===== src/rtl/rsss_pkg.sv =====
// Package for the ring scan stop scheduler.
// Types, codes and sizes shared by the top level and the distance unit.
package rsss_pkg;

    localparam int MaxStations = 16;
    localparam int StIdxW      = 4;   // bits to index a station
    localparam int PosW        = 8;   // ring positions, max 16*15 = 240

    // func codes of an input item
    localparam logic [1:0] FuncTick = 2'd0;
    localparam logic [1:0] FuncStop = 2'd1;
    localparam logic [1:0] FuncCw   = 2'd2;
    localparam logic [1:0] FuncCcw  = 2'd3;

    // heading codes
    localparam logic [1:0] HeadIdle = 2'b00;
    localparam logic [1:0] HeadCw   = 2'b01;
    localparam logic [1:0] HeadCcw  = 2'b11;

    // register indexes
    localparam logic RegSpacing = 1'b0;
    localparam logic RegCount   = 1'b1;

    typedef enum logic [2:0] {
        ST_IDLE,
        ST_MOD,
        ST_SCAN,
        ST_APPLY,
        ST_FIN
    } state_t;

    // distance of one station from the vehicle
    typedef struct packed {
        logic [PosW-1:0] cw;
        logic [PosW-1:0] ccw;
        logic            cw_le_ccw;
        logic            cw_near;    // cw  within half the ring
        logic            ccw_near;   // ccw within half the ring
    } dist_t;

endpackage


===== src/rtl/ring_scan_stop_scheduler.sv =====
// Top level of the ring scan stop scheduler: APB registers, station
// bitmaps, tick sequencer. Uses rsss_pkg and rsss_dist.
//
//  channel | ports            | fields (low bit up)
//  --------+------------------+---------------------------------------------
//  input   | s_tvalid/tready  | func[1:0], station[6:2], pad
//  result  | m_tvalid/tready  | position[7:0], heading[9:8], stopped[10],
//          |                  | elapsed[42:11], pad
//  config  | APB              | 0x0 station_spacing, 0x4 station_count
//
// A request item passes through the accept state and the result load.
// A tick passes through the accept state, eight steps of a restoring
// remainder that fold the position onto the ring, one step per station in
// the distance unit, the apply state and the result load.
// Reset (aresetn low, synchronous) clears all flags, the position and the tick counter.
// s_tready is high only in idle; a result waiting in the output register does
// not block the next input, only the next result load.
module ring_scan_stop_scheduler import rsss_pkg::*; (
    input  logic        aclk,
    input  logic        aresetn,
    input  logic        s_tvalid,
    output logic        s_tready,
    input  logic [7:0]  s_tdata,   // func[1:0], station[6:2]
    output logic        m_tvalid,
    input  logic        m_tready,
    output logic [47:0] m_tdata,   // position, heading, stopped, elapsed
    input  logic        psel,
    input  logic        penable,
    input  logic        pwrite,
    input  logic [2:0]  paddr,
    input  logic [31:0] pwdata,
    output logic [31:0] prdata,
    output logic        pready
);
    // configuration
    logic [3:0] spacing_reg;
    logic [4:0] count_reg;

    // scheduler state
    logic [PosW-1:0]  pos_reg, pos_next;
    logic [1:0]       head_reg, head_next;
    logic             first_reg, first_next;
    logic [31:0]      ticks_reg, ticks_next;
    logic [2:0]       flags_reg [MaxStations], flags_next [MaxStations];
    logic [2:0]       armed_reg [MaxStations], armed_next [MaxStations];
    logic [2:0]       fresh_reg [MaxStations], fresh_next [MaxStations];

    // sequencer
    state_t           state_reg, state_next;
    logic [2:0]       bit_reg, bit_next;
    logic [StIdxW-1:0] k_reg, k_next;
    logic [PosW-1:0]  rem_reg, rem_next;
    logic [PosW-1:0]  len_reg, len_next;
    logic [3:0]       sp_reg, sp_next;
    logic [4:0]       cnt_reg, cnt_next;
    logic [PosW-1:0]  acc_reg, acc_next;
    logic [PosW:0]    bcw_reg, bcw_next, bccw_reg, bccw_next;
    logic             any_reg, any_next, keep_reg, keep_next;
    logic             hit_reg, hit_next, served_reg, served_next;
    logic [StIdxW-1:0] hidx_reg, hidx_next;

    // output register
    logic             mv_reg, mv_next;
    logic [47:0]      md_reg, md_next;

    logic [3:0]       eff_sp;
    logic [4:0]       eff_cnt;
    logic [1:0]       in_func;
    logic [4:0]       in_st;
    logic [StIdxW-1:0] req_idx;
    logic [2:0]       req_bit;
    logic [PosW:0]    rem_sh;
    dist_t            dinfo;

    assign pready   = 1'b1;
    assign s_tready = (state_reg == ST_IDLE);
    assign m_tvalid = mv_reg;
    assign m_tdata  = md_reg;
    assign prdata   = paddr[2] ? {27'd0, count_reg} : {28'd0, spacing_reg};

    assign eff_sp  = (spacing_reg == 4'd0) ? 4'd1 : spacing_reg;
    assign eff_cnt = (count_reg < 5'd2) ? 5'd2 :
                     (count_reg > 5'(MaxStations)) ? 5'(MaxStations) : count_reg;
    assign in_func = s_tdata[1:0];
    assign in_st   = s_tdata[6:2];
    assign req_idx = StIdxW'(in_st - 5'd1);
    assign rem_sh  = {rem_reg, pos_reg[bit_reg]};

    rsss_dist u_dist (
        .stn_pos  (acc_reg),
        .veh_pos  (pos_reg),
        .ring_len (len_reg),
        .dinfo    (dinfo)
    );

    always_ff @(posedge aclk) begin
        if (!aresetn) begin
            spacing_reg <= 4'd2;
            count_reg   <= 5'd10;
        end else if (psel && penable && pwrite) begin
            if (paddr[2] == RegCount) begin
                count_reg <= pwdata[4:0];
            end else begin
                spacing_reg <= pwdata[3:0];
            end
        end
    end

    always_ff @(posedge aclk) begin
        if (!aresetn) begin
            state_reg <= ST_IDLE;
            pos_reg   <= '0;
            head_reg  <= HeadIdle;
            first_reg <= 1'b1;
            ticks_reg <= '0;
            mv_reg    <= 1'b0;
            for (int i = 0; i < MaxStations; i++) begin
                flags_reg[i] <= '0;
                armed_reg[i] <= '0;
                fresh_reg[i] <= '0;
            end
        end else begin
            state_reg <= state_next;
            pos_reg   <= pos_next;
            head_reg  <= head_next;
            first_reg <= first_next;
            ticks_reg <= ticks_next;
            mv_reg    <= mv_next;
            flags_reg <= flags_next;
            armed_reg <= armed_next;
            fresh_reg <= fresh_next;
        end
        bit_reg    <= bit_next;
        k_reg      <= k_next;
        rem_reg    <= rem_next;
        len_reg    <= len_next;
        sp_reg     <= sp_next;
        cnt_reg    <= cnt_next;
        acc_reg    <= acc_next;
        bcw_reg    <= bcw_next;
        bccw_reg   <= bccw_next;
        any_reg    <= any_next;
        keep_reg   <= keep_next;
        hit_reg    <= hit_next;
        hidx_reg   <= hidx_next;
        served_reg <= served_next;
        md_reg     <= md_next;
    end

    always_comb begin
        state_next  = state_reg;
        pos_next    = pos_reg;
        head_next   = head_reg;
        first_next  = first_reg;
        ticks_next  = ticks_reg;
        flags_next  = flags_reg;
        armed_next  = armed_reg;
        fresh_next  = fresh_reg;
        bit_next    = bit_reg;
        k_next      = k_reg;
        rem_next    = rem_reg;
        len_next    = len_reg;
        sp_next     = sp_reg;
        cnt_next    = cnt_reg;
        acc_next    = acc_reg;
        bcw_next    = bcw_reg;
        bccw_next   = bccw_reg;
        any_next    = any_reg;
        keep_next   = keep_reg;
        hit_next    = hit_reg;
        hidx_next   = hidx_reg;
        served_next = served_reg;
        mv_next     = mv_reg && !m_tready;
        md_next     = md_reg;
        req_bit     = 3'b001 << (in_func - 2'd1);

        unique case (state_reg)
            ST_IDLE: begin
                if (s_tvalid) begin
                    served_next = 1'b0;
                    if (in_func == FuncTick) begin
                        ticks_next = ticks_reg + 32'd1;
                        sp_next    = eff_sp;
                        cnt_next   = eff_cnt;
                        len_next   = {3'd0, eff_cnt} * {4'd0, eff_sp};
                        rem_next   = '0;
                        bit_next   = 3'd7;
                        state_next = ST_MOD;
                    end else begin
                        if (in_st >= 5'd1 && in_st <= eff_cnt &&
                            (flags_reg[req_idx] & req_bit) == 3'b000) begin
                            flags_next[req_idx] = flags_reg[req_idx] | req_bit;
                            fresh_next[req_idx] = fresh_reg[req_idx] | req_bit;
                        end
                        state_next = ST_FIN;
                    end
                end
            end
            ST_MOD: begin
                // one remainder bit per cycle: pos mod len
                if (rem_sh >= {1'b0, len_reg}) begin
                    rem_next = PosW'(rem_sh - {1'b0, len_reg});
                end else begin
                    rem_next = rem_sh[PosW-1:0];
                end
                bit_next = bit_reg - 3'd1;
                if (bit_reg == 3'd0) begin
                    pos_next   = rem_next;
                    k_next     = '0;
                    acc_next   = '0;
                    bcw_next   = {1'b0, len_reg} + 9'd1;
                    bccw_next  = {1'b0, len_reg} + 9'd1;
                    any_next   = 1'b0;
                    keep_next  = 1'b0;
                    hit_next   = 1'b0;
                    state_next = ST_SCAN;
                end
            end
            ST_SCAN: begin
                if (acc_reg == pos_reg && armed_reg[k_reg] != 3'b000) begin
                    hit_next  = 1'b1;
                    hidx_next = k_reg;
                end
                if ((armed_reg[k_reg] | fresh_reg[k_reg]) != 3'b000) begin
                    any_next = 1'b1;
                    if (dinfo.cw_le_ccw) begin
                        if ({1'b0, dinfo.cw} < bcw_reg) bcw_next = {1'b0, dinfo.cw};
                    end else begin
                        if ({1'b0, dinfo.ccw} < bccw_reg) bccw_next = {1'b0, dinfo.ccw};
                    end
                    if ((head_reg == HeadCw && dinfo.cw_near) ||
                        (head_reg == HeadCcw && dinfo.ccw_near)) begin
                        keep_next = 1'b1;
                    end
                end
                acc_next = acc_reg + PosW'(sp_reg);
                k_next   = k_reg + 1'b1;
                if ({1'b0, k_reg} == cnt_reg - 5'd1) begin
                    state_next = ST_APPLY;
                end
            end
            ST_APPLY: begin
                head_next = head_reg;
                if (hit_reg) begin
                    armed_next[hidx_reg] = '0;
                    flags_next[hidx_reg] = '0;
                    served_next = 1'b1;
                end else begin
                    if (!any_reg) begin
                        head_next  = HeadIdle;
                        first_next = 1'b1;
                    end else if (first_reg) begin
                        first_next = 1'b0;
                        head_next  = (bcw_reg <= bccw_reg) ? HeadCw : HeadCcw;
                    end else if (!keep_reg) begin
                        head_next  = (head_reg == HeadCw) ? HeadCcw :
                                     (head_reg == HeadCcw) ? HeadCw : HeadIdle;
                    end
                    if (head_next == HeadCw) begin
                        pos_next = (pos_reg + 8'd1 >= len_reg) ? '0 : pos_reg + 8'd1;
                    end else if (head_next == HeadCcw) begin
                        pos_next = (pos_reg == '0) ? len_reg - 8'd1 : pos_reg - 8'd1;
                    end
                end
                // fresh requests become armed after the tick
                for (int i = 0; i < MaxStations; i++) begin
                    armed_next[i] = armed_next[i] | fresh_reg[i];
                    fresh_next[i] = '0;
                end
                state_next = ST_FIN;
            end
            ST_FIN: begin
                if (!mv_reg || m_tready) begin
                    mv_next    = 1'b1;
                    md_next    = {5'd0, ticks_reg, served_reg, head_reg, pos_reg};
                    state_next = ST_IDLE;
                end
            end
            default: state_next = ST_IDLE;
        endcase
    end
endmodule


===== src/rtl/rsss_dist.sv =====
// Distance unit: clockwise and counterclockwise distance of one station.
// Shared over all stations by the scan sequencer. Uses rsss_pkg.
module rsss_dist import rsss_pkg::*; (
    input  logic [PosW-1:0] stn_pos,
    input  logic [PosW-1:0] veh_pos,
    input  logic [PosW-1:0] ring_len,
    output dist_t           dinfo
);
    logic [PosW-1:0] cw;
    logic [PosW-1:0] ccw;
    logic [PosW-1:0] half;

    always_comb begin
        if (stn_pos >= veh_pos) begin
            cw = stn_pos - veh_pos;
        end else begin
            cw = stn_pos + ring_len - veh_pos;
        end
        ccw  = ring_len - cw;
        half = ring_len >> 1;
        dinfo.cw        = cw;
        dinfo.ccw       = ccw;
        dinfo.cw_le_ccw = (cw <= ccw);
        dinfo.cw_near   = (cw <= half);
        dinfo.ccw_near  = (ccw <= half);
    end
endmodule

===== config.mk =====
export PLATFORM = sky130hd
export DESIGN_NAME = ring_scan_stop_scheduler
export DESIGN_NICKNAME = d
export VERILOG_FILES = /design/src/rtl/rsss_pkg.sv /design/src/rtl/ring_scan_stop_scheduler.sv /design/src/rtl/rsss_dist.sv
export SDC_FILE = /design/constraint.sdc
export NUM_CORES = 1
export LEC_CHECK = 0
export ABC_AREA = 1
export BUFFER_PORTS_ARGS = -buffer_cell sky130_fd_sc_hd__buf_2
export CAP_MARGIN = 20
export CORE_ASPECT_RATIO = 1.4
export CORE_MARGIN = 5
export CORE_UTILIZATION = 35
export CTS_BUF_LIST = sky130_fd_sc_hd__clkbuf_4 sky130_fd_sc_hd__clkbuf_8
export DETAILED_ROUTE_END_ITERATION = 16
export GPL_ROUTABILITY_DRIVEN = 0
export MAX_ROUTING_LAYER = met4
export SYNTH_ARGS = -nofsm -noshare
export SYNTH_HDL_FRONTEND = slang
export SYNTH_SLANG_ARGS = --single-unit
export TNS_END_PERCENT = 10

===== constraint.sdc =====
create_clock -name aclk -period 15 [get_ports aclk]
set_input_delay 1.5 -clock aclk [delete_from_list [all_inputs] [get_ports aclk]]
set_output_delay 1.5 -clock aclk [all_outputs]
set_load 0.1 [all_outputs]

== Word level (Yosys, flattened, before mapping) ==
Cells that the tools add are included.
Operators by class
  add/subtract/negate cells: 16
  multipliers: 1
  div/mod/pow operators: 0
  magnitude comparators: 19
  eq/ne operators: 27
  shifts and indexed selects: 1
  muxes and demuxes: 91
  bitwise logic cells: 28
  reductions and logical operators: 44
Operators with widths (count)
  $mux 48: 9
  $pmux 48 s2: 2
  $and 48x48->48: 2
  $bwmux 48: 2
  $mux 8: 11
  $mux 9: 7
  $or 3x3->3: 19
  $mux 3: 17
  $bmux 3 s4: 4
  $not 48->48: 1
  $pmux 8 s2: 3
  $pmux 9 s2: 2
  $add 32x1->32 const B: 1
  $sub 8x8->8: 4
  $ne 2x2->1 const B: 14
  $demux 3 s4: 2
  $lt 8x9->1: 2
  $ge 8x8->1: 2
  $le 8x7->1: 2
  $reduce_and 4->1: 4
  $sub 8x1->8 const B: 2
  $ge 5x5->1 const B: 3
  $mux 5: 3
  $not 4->5: 3
  51 further kinds: 106
Storage, ports and cells
  flip-flop bits (word level): 309
  bits in latches: 0
  RAM bits: 0
  ROM bits: 0
  bits of input ports: 50
  word-level logic and storage cells: 298
  memories kept: 0

== Logic depth before layout (Yosys ltp) ==
Gate-level depths: netlist (run 1).
  depth after elaboration: 13
  mapped depth: 30

== By module ==
From an unflattened synthesis (run 1), not the netlist that was laid out.
Second synthesis, totals
  cells, all modules: 2849
  area, all modules: 20124.3 um^2
By module, submodules not included
  ring_scan_stop_scheduler: instances 1, cells an instance 2487, area each 17957.2 um^2, sequential area each 7277.0 um^2
  rsss_dist: instances 1, cells an instance 362, area each 2167.1 um^2, sequential area each 0.0 um^2

== Least setup slack after synthesis (run 1) ==
OpenSTA, ideal clock, no wires.
  path type: input to output
  from: input port paddr[2]
  to: output port prdata[0]
  data arrival time: 3.926 ns
  required time: 13.500 ns
  setup slack: 9.574 ns
  stages: 3
  path buffers: 1
  cell sequence: clkbuf_1 inv_1 o21ai_0
On the way
  word-level cells in the longest chain between the ends: 1
Ends and longest elaborated chain
  start: declaration: line ring_scan_stop_scheduler.sv:30  | input logic [2:0] paddr,
  $mux 5: line ring_scan_stop_scheduler.sv:79  | assign prdata = paddr[2] ? {27'd0, count_reg} : {28'd0, spacing_reg};
  end: declaration: line ring_scan_stop_scheduler.sv:32  | output logic [31:0] prdata,
No other way between the ends.

== Worst setup path in the final report (run 1) ==
  from: register pos_reg[2]
  to: register bccw_reg[4], enable pin
On the way
  word-level cells in the longest chain between the ends: 6
  elaborated cells on any way between the ends: 10
  those cells by class: add/sub (3); order compare (3); eq/ne (2); mux (1); reduce/logical (1)
Ends and longest elaborated chain
  start: declaration: line ring_scan_stop_scheduler.sv:40  | logic [PosW-1:0] pos_reg, pos_next;
  start signal: assignment: line ring_scan_stop_scheduler.sv:124  | pos_reg <= pos_next;
  $sub 8x8->8 (tied with other cells): line rsss_dist.sv:17  | cw = stn_pos + ring_len - veh_pos;
  $mux 8 (*): line rsss_dist.sv:14  | if (stn_pos >= veh_pos) begin
  $sub 8x8->8: line rsss_dist.sv:19  | ccw = ring_len - cw;
  $lt 8x9->1 / $le 8x8->1 (equally long branches): line ring_scan_stop_scheduler.sv:229, rsss_dist.sv:23
  $ne 2x2->1 (no line)
  $reduce_and 5->1 (no line) (*)
  end signal: assignment: line ring_scan_stop_scheduler.sv:141  | bccw_reg <= bccw_next;
  end: declaration: line ring_scan_stop_scheduler.sv:57  | logic [PosW:0] bcw_reg, bcw_next, bccw_reg, bccw_next;
Every way passes the cells marked *; elsewhere a longest branch is shown, timed or not.
A chain may end at the register's enable or synchronous reset.

==> impl_metrics.json, run 1 <==
{
  "antenna_found_initial": 1,
  "synthArstFlopShare": 0,
  "drt-vias-per-instance": 5.35,
  "drc": 0,
  "rsz0062_at_grt": "false",
  "num-nets-final": 2601,
  "max_slew.worst_pin.slew_ns": 1.08,
  "row_count": 99,
  "synth_edf_count": 109,
  "fin_crit_sh": 0.413,
  "fmax_ghz": 0.161,
  "drv_slew": 0,
  "post_cts_buffers": 0,
  "clockBufferDepth": 3,
  "fin_skew_ns": 0.0305,
  "die_x_um": 204,
  "grt_max_degree": 102,
  "cellLeakagePower_nw": 8.10,
  "fill_cells": 5312,
  "final_core_util": 0.392,
  "synthMuxAreaShare": 0,
  "grt_pass1_vias": 16400,
  "cts.clk_slew.worst_paths_ns": 0.06,
  "dp_hpwl_um": 40900,
  "seq_area_um2": 7280,
  "cts_inserted_buffers": 51,
  "coreArea_um2": 52000,
  "multi_input_area_um2": 9500,
  "critPathMostFrequentCell": "inv_1",
  "setup_viol": 0,
  "drt-pass1-iter-count": 5,
  "start_util": 0.353,
  "cts_resized": 0,
  "cp-end-kind": "flop",
  "cp-start-kind": "flop",
  "yosys.area_share.xor_xnor": 0.0239,
  "mappedNetlistArea_um2": 18400,
  "hold_buffers": 0,
  "fp.dieH_um": 281,
  "peakVddDrop_mv": 0.0697,
  "wirelength_um": 55800,
  "synth_cell_types": 62,
  "status": "finished, final reports clean",
  "crit_type": "flop to flop",
  "synth_compound_area_frac": 0.189,
  "grt_usage": 0.193,
  "hp-class": "flop to flop",
  "hold_viol": 0,
  "cts_tree": "yes",
  "cp_data_required_time_ns": 15.21,
  "port_buffers": 69,
  "relSlewSlack": 0.281,
  "area_growth_pct": 11.0,
  "drt-wirelength-per-cell_um": 17.9,
  "drive_above_1_share": 0.0937,
  "die-area_um2": 57200,
  "drt_iter0_drc": 1137,
  "clk_latency_ns": 0.62,
  "critPathSlowestCell": "a21oi_1",
  "arrival_ns": 6.41,
  "vias": 16700,
  "clkSinkCount": 309,
  "ys_seq_elements": 309,
  "yosysSeqAreaShare": 0.397,
  "final_antenna_net_count": 0,
  "synth-simple-area-share": 0.203,
  "max_stage_delay_ns": 0.79,
  "synthAdderAreaFrac": 0.0931,
  "htree_num_levels": 2,
  "synth_flop_cell": "dfxtp_1",
  "cp_max_fo": 9,
  "powerDensity_nw_per_um2": 137,
  "ios": 133,
  "overflow": 0,
  "avgSynthCellArea_um2": 7.76,
  "grt_pass1_wl_um": 86700,
  "fin_setup_tns_ns": 0,
  "cts-root-buf": "clkbuf_8",
  "synth_cells": 2366,
  "min_period_ns": 6.20,
  "cap_violations": 0,
  "synth_warnings": 0,
  "synth_top_family_by_area": "simple AND/OR/NAND/NOR gates"
}
==> cell usage in the layout (no fill, tap or decap), types with 6 or more instances in the layout <==
cell	n
ha_1	111
nand2_1	454
edfxtp_1	109
nor2_1	161
clkbuf_4	14
a31oi_1	12
dfxtp_1	200
o21a_1	9
nand3_1	78
clkinv_1	11
inv_1	297
o21ai_0	207
nor3_1	36
o311ai_0	7
xnor2_1	18
nand4_1	21
xor2_1	32
buf_2	69
a21oi_1	297
nand3_2	15
o211ai_1	6
clkinv_2	7
nor4_1	31
or2_2	7
o21bai_1	7
o32ai_1	49
fa_1	16
clkbuf_8	58
buf_4	17
conb_1	33
==> path summary, 6_finish.rpt <==
check / to / slack, ns / cells after the start / startpoint
worst max-delay path: bccw_reg[4] / 8.80 / 27 / pos_reg[2]
worst min-delay path: m_tdata[31] / 0.41 / 0 / ticks_reg[20]
worst min register to register: m_tdata[31] / 0.41 / 0 / ticks_reg[20]
worst max register to register: bccw_reg[4] / 8.80 / 27 / pos_reg[2]
==> power breakdown <==
part	internal (mW)	switching, mW
clock	0.460	0.357
combinational	0.284	0.726
sequential	0.928	0.0365
==> cells by family (layout without fill, tap and decap cells) <==
| logic type | after synthesis | in the layout |
|---|---|---|
| other | 2 | 34 |
| xor gates and xnor gates | 50 | 50 |
| buffers and inverters | 420 | 489 |
| DFF | 309 | 309 |
| adders and majority gates | 127 | 127 |
| and+or+nand+nor | 835 | 835 |
| AOI/OAI and AO/OA | 623 | 623 |
==> layer usage <==
layer	wire [µm]	share of wire	vias up	GRT usage
li1	-	-	8119	-
met4	3740	0.067	0	0.116
met5	0	0	-	-
met2	29200	0.52	550	0.354
met1	20400	0.37	7848	0.197
met3	2480	0.044	190	0.0219
==> through the flow <==
step / cells / area (µm²) / hold WS, ns / power (mW) / worst slack (ns)
2_1_floorplan: 2397 / 18500 / 0.400 / 1.75 / 9.57
3_3_place_gp: 3025 / 19200 / 0.409 / 1.96 / 8.84
3_5_place_dp: 3026 / 19200 / 0.415 / 1.98 / 8.82
4_1_cts: 3121 / 20300 / 0.420 / 2.81 / 8.78
5_1_grt: 3123 / 20400 / 0.435 / 2.97 / 8.33
6_report: 3123 / 20400 / 0.414 / 2.79 / 8.80
==> cell type report <==
type,count,area share
Tap cell,656,0.0403
Timing Repair Buffer,87,0.0246
Sequential cell,309,0.357
Antenna cell,1,0.000123
Multi-Input combinational cell,1668,0.466
Clock inverter,23,0.0110
Clock buffer,72,0.0443
Inverter,307,0.0567
==> worst max-delay path, delay by kind of cell, from the launching register on <==
family | cells | cell delay, ns
xor+xnor | 1 | 0.31
compound gates | 6 | 1.98
buf+inv | 6 | 0.61
simple gates | 10 | 1.14
fa+ha+maj | 4 | 1.16
flops | 1 | 0.59
==> synth_stat cells, drive strengths merged, types with 3 or more instances <==
master  number  area [µm²]
ha         111        1390
clkinv       5        18.8
or4          3        22.5
o21a         9        67.6
buf         46         320
o311ai       7        61.3
nor3b        4        41.3
o22ai        4        25.0
fa          16         320
nand3       94         558
nor2       169         678
a211oi       4        30.0
o21ai      210        1050
dfxtp      200        4000
nand4       23         174
edfxtp     109        3270
nand2      460        1760
clkbuf      67         251
or2          7        43.8
o21bai       7        52.6
o41ai        3        26.3
o211ai       6        45.0
and3         3        21.3
xnor2       18         158
a21oi      298        1490
inv        302        1130
nor4        31         194
xor2        32         280
a31oi       12        75.1
o32ai       49         429
nor3        40         226
Note: power is estimated with default switching activity, not from simulation.
==> inputs of run 2 (changes only) <==
- clock period: 15 -> 5.33 ns (I/O delays scaled with it)
==> run 2 against run 1 <==
  * Clock power grew to 2.7 times the previous value
  * Register-to-register slack got worse by 8.4 ns
  * Via count is 0.56% lower
  * Hold slack worse by 0.24 ns
  * Critical endpoint is now bcw_reg[1]
  * Combinational power rose to 2.9 times the previous value
==> impl_metrics.json, run 2 (synthesis gave the netlist of run 1 again) <==
{
  "drive_above_1_share": 0.102,
  "die-area_um2": 57200,
  "cp_max_fo": 6,
  "cp-start-kind": "flop",
  "place_area_um2": 19400,
  "drv_slew": 0,
  "drt-pass1-iter-count": 5,
  "fin_crit_sh": 0.928,
  "cp-end-kind": "flop",
  "cts.clk_slew.worst_paths_ns": 0.07,
  "hold_buffers": 0,
  "clk_latency_ns": 0.60,
  "r2r_slack_ns": 0.38,
  "ios": 133,
  "coreArea_um2": 52000,
  "relSlewSlack": 0.316,
  "fp.dieH_um": 281,
  "area_growth_pct": 11.6,
  "post_cts_buffers": 0,
  "grt_max_degree": 94,
  "die_x_um": 204,
  "setup_viol": 0,
  "drt_iter0_drc": 1235,
  "path_buf_inv": 4,
  "min_period_ns": 4.95,
  "fin_setup_tns_ns": 0,
  "peakVddDrop_mv": 0.227,
  "grt_pass1_wl_um": 86100,
  "hp-class": "input pin to flop",
  "rsz0062_at_grt": "false",
  "grt_usage": 0.193,
  "dp_hpwl_um": 41900,
  "wirelength_um": 55200,
  "powerDensity_nw_per_um2": 380,
  "critPathSlowestCell": "fa_1",
  "drt-wirelength-per-cell_um": 17.6,
  "critical-path-top-delay-family": "adder cells",
  "cts_resized": 0,
  "vias": 16600,
  "final_core_util": 0.394,
  "path_cells": "inv_1, fa_1, inv_1, fa_1, nand3_1, nand2_1, or2_2, nand2_1, nand2_1, o21ai_0, ha_1, a21oi_1, a21boi_1, xor2_1, inv_1, ha_1, a21oi_1, nor2_1, nor2_1, nand2_1, nand2_1, nand2_1, a21oi_1, buf_4",
  "arrival_ns": 5.22,
  "cellLeakagePower_nw": 8.19,
  "cp_data_required_time_ns": 5.60,
  "grt.busiest_layer": "met2",
  "cts_tree": "yes",
  "num-nets-final": 2626,
  "timing.final.ws_setup_ns": 0.383,
  "use_met2": 0.356,
  "port_buffers": 69,
  "overflow": 0,
  "grt_pass1_vias": 16400,
  "clkSinkCount": 309,
  "final_antenna_net_count": 0,
  "final_cell_mix": "nand2_1, inv_1, a21oi_1",
  "hold_slack_ns": 0.173,
  "cts-root-buf": "clkbuf_8",
  "htree_num_levels": 2,
  "cts_inserted_buffers": 50,
  "max_slew.worst_pin.slew_ns": 1.03,
  "final_design_area_no_fill_um2": 20500,
  "critPathMostFrequentCell": "nand2_1",
  "start_util": 0.353,
  "clockBufferDepth": 3,
  "row_count": 99,
  "use_met3": 0.0232,
  "status": "finished, final reports clean",
  "drc": 0,
  "max_stage_delay_ns": 0.49,
  "drt-vias-per-instance": 5.29,
  "final_common_cell": "nand2_1",
  "cap_violations": 0,
  "fin_skew_ns": 0.0471,
  "fmax_ghz": 0.202,
  "antenna_found_initial": 1,
  "hold_viol": 0,
  "crit_type": "flop to flop",
  "post-place-ws_ns": 0.389,
  "grtUsageMet1": 0.196
}
[run 2: area by class of cell]
type	instances	area, µm²
antenna	1	2.50
clock buffer	70	882
clock inverter	19	168
fill	5388	31500
inverter	307	1150
multi-input combinational	1668	9500
sequential	309	7280
tap	656	821
timing repair buffer	113	676
[run 2: through the flow]
| step | instances | total power, mW |
|---|---|---|
| after global routing | 3143 | 8.29 |
| after CTS | 3142 | 7.83 |
| after floorplan | 2397 | 4.93 |
| final | 3143 | 7.79 |
| after global placement | 3052 | 5.58 |
| after detailed placement | 3053 | 5.63 |
[run 2: power by group]
part	switching (mW)	total, mW	internal [mW]	leakage (nW)
Sequential	0.0901	2.70	2.61	2.62
Combinational	2.05	2.91	0.853	5.01
Clock	0.968	2.18	1.21	0.564
Total	3.11	7.79	4.68	8.19
[run 2: path summary, 6_finish.rpt]
path / depth (start not counted) / endpoint / startpoint
worst max-delay path: 24 / bcw_reg[1] / acc_reg[1]
worst min-delay path: 3 / spacing_reg[0] / pwdata[0]
worst max register to register: 24 / bcw_reg[1] / acc_reg[1]
worst min register to register: 0 / m_tdata[10] / served_reg
[run 2: worst min-delay path, delay by kind of cell]
| family | cells | cell delay [ns] |
|---|---|---|
| and+or+nand+nor | 2 | 0.12 |
| buffers and inverters | 1 | 0.09 |
[run 2: routing by layer]
| layer | vias to the layer above | part of all wire |
|---|---|---|
| li1 | 8151 | - |
| met4 | 0 | 0.066 |
| met1 | 7800 | 0.37 |
| met5 | - | 0 |
| met2 | 488 | 0.52 |
| met3 | 175 | 0.042 |
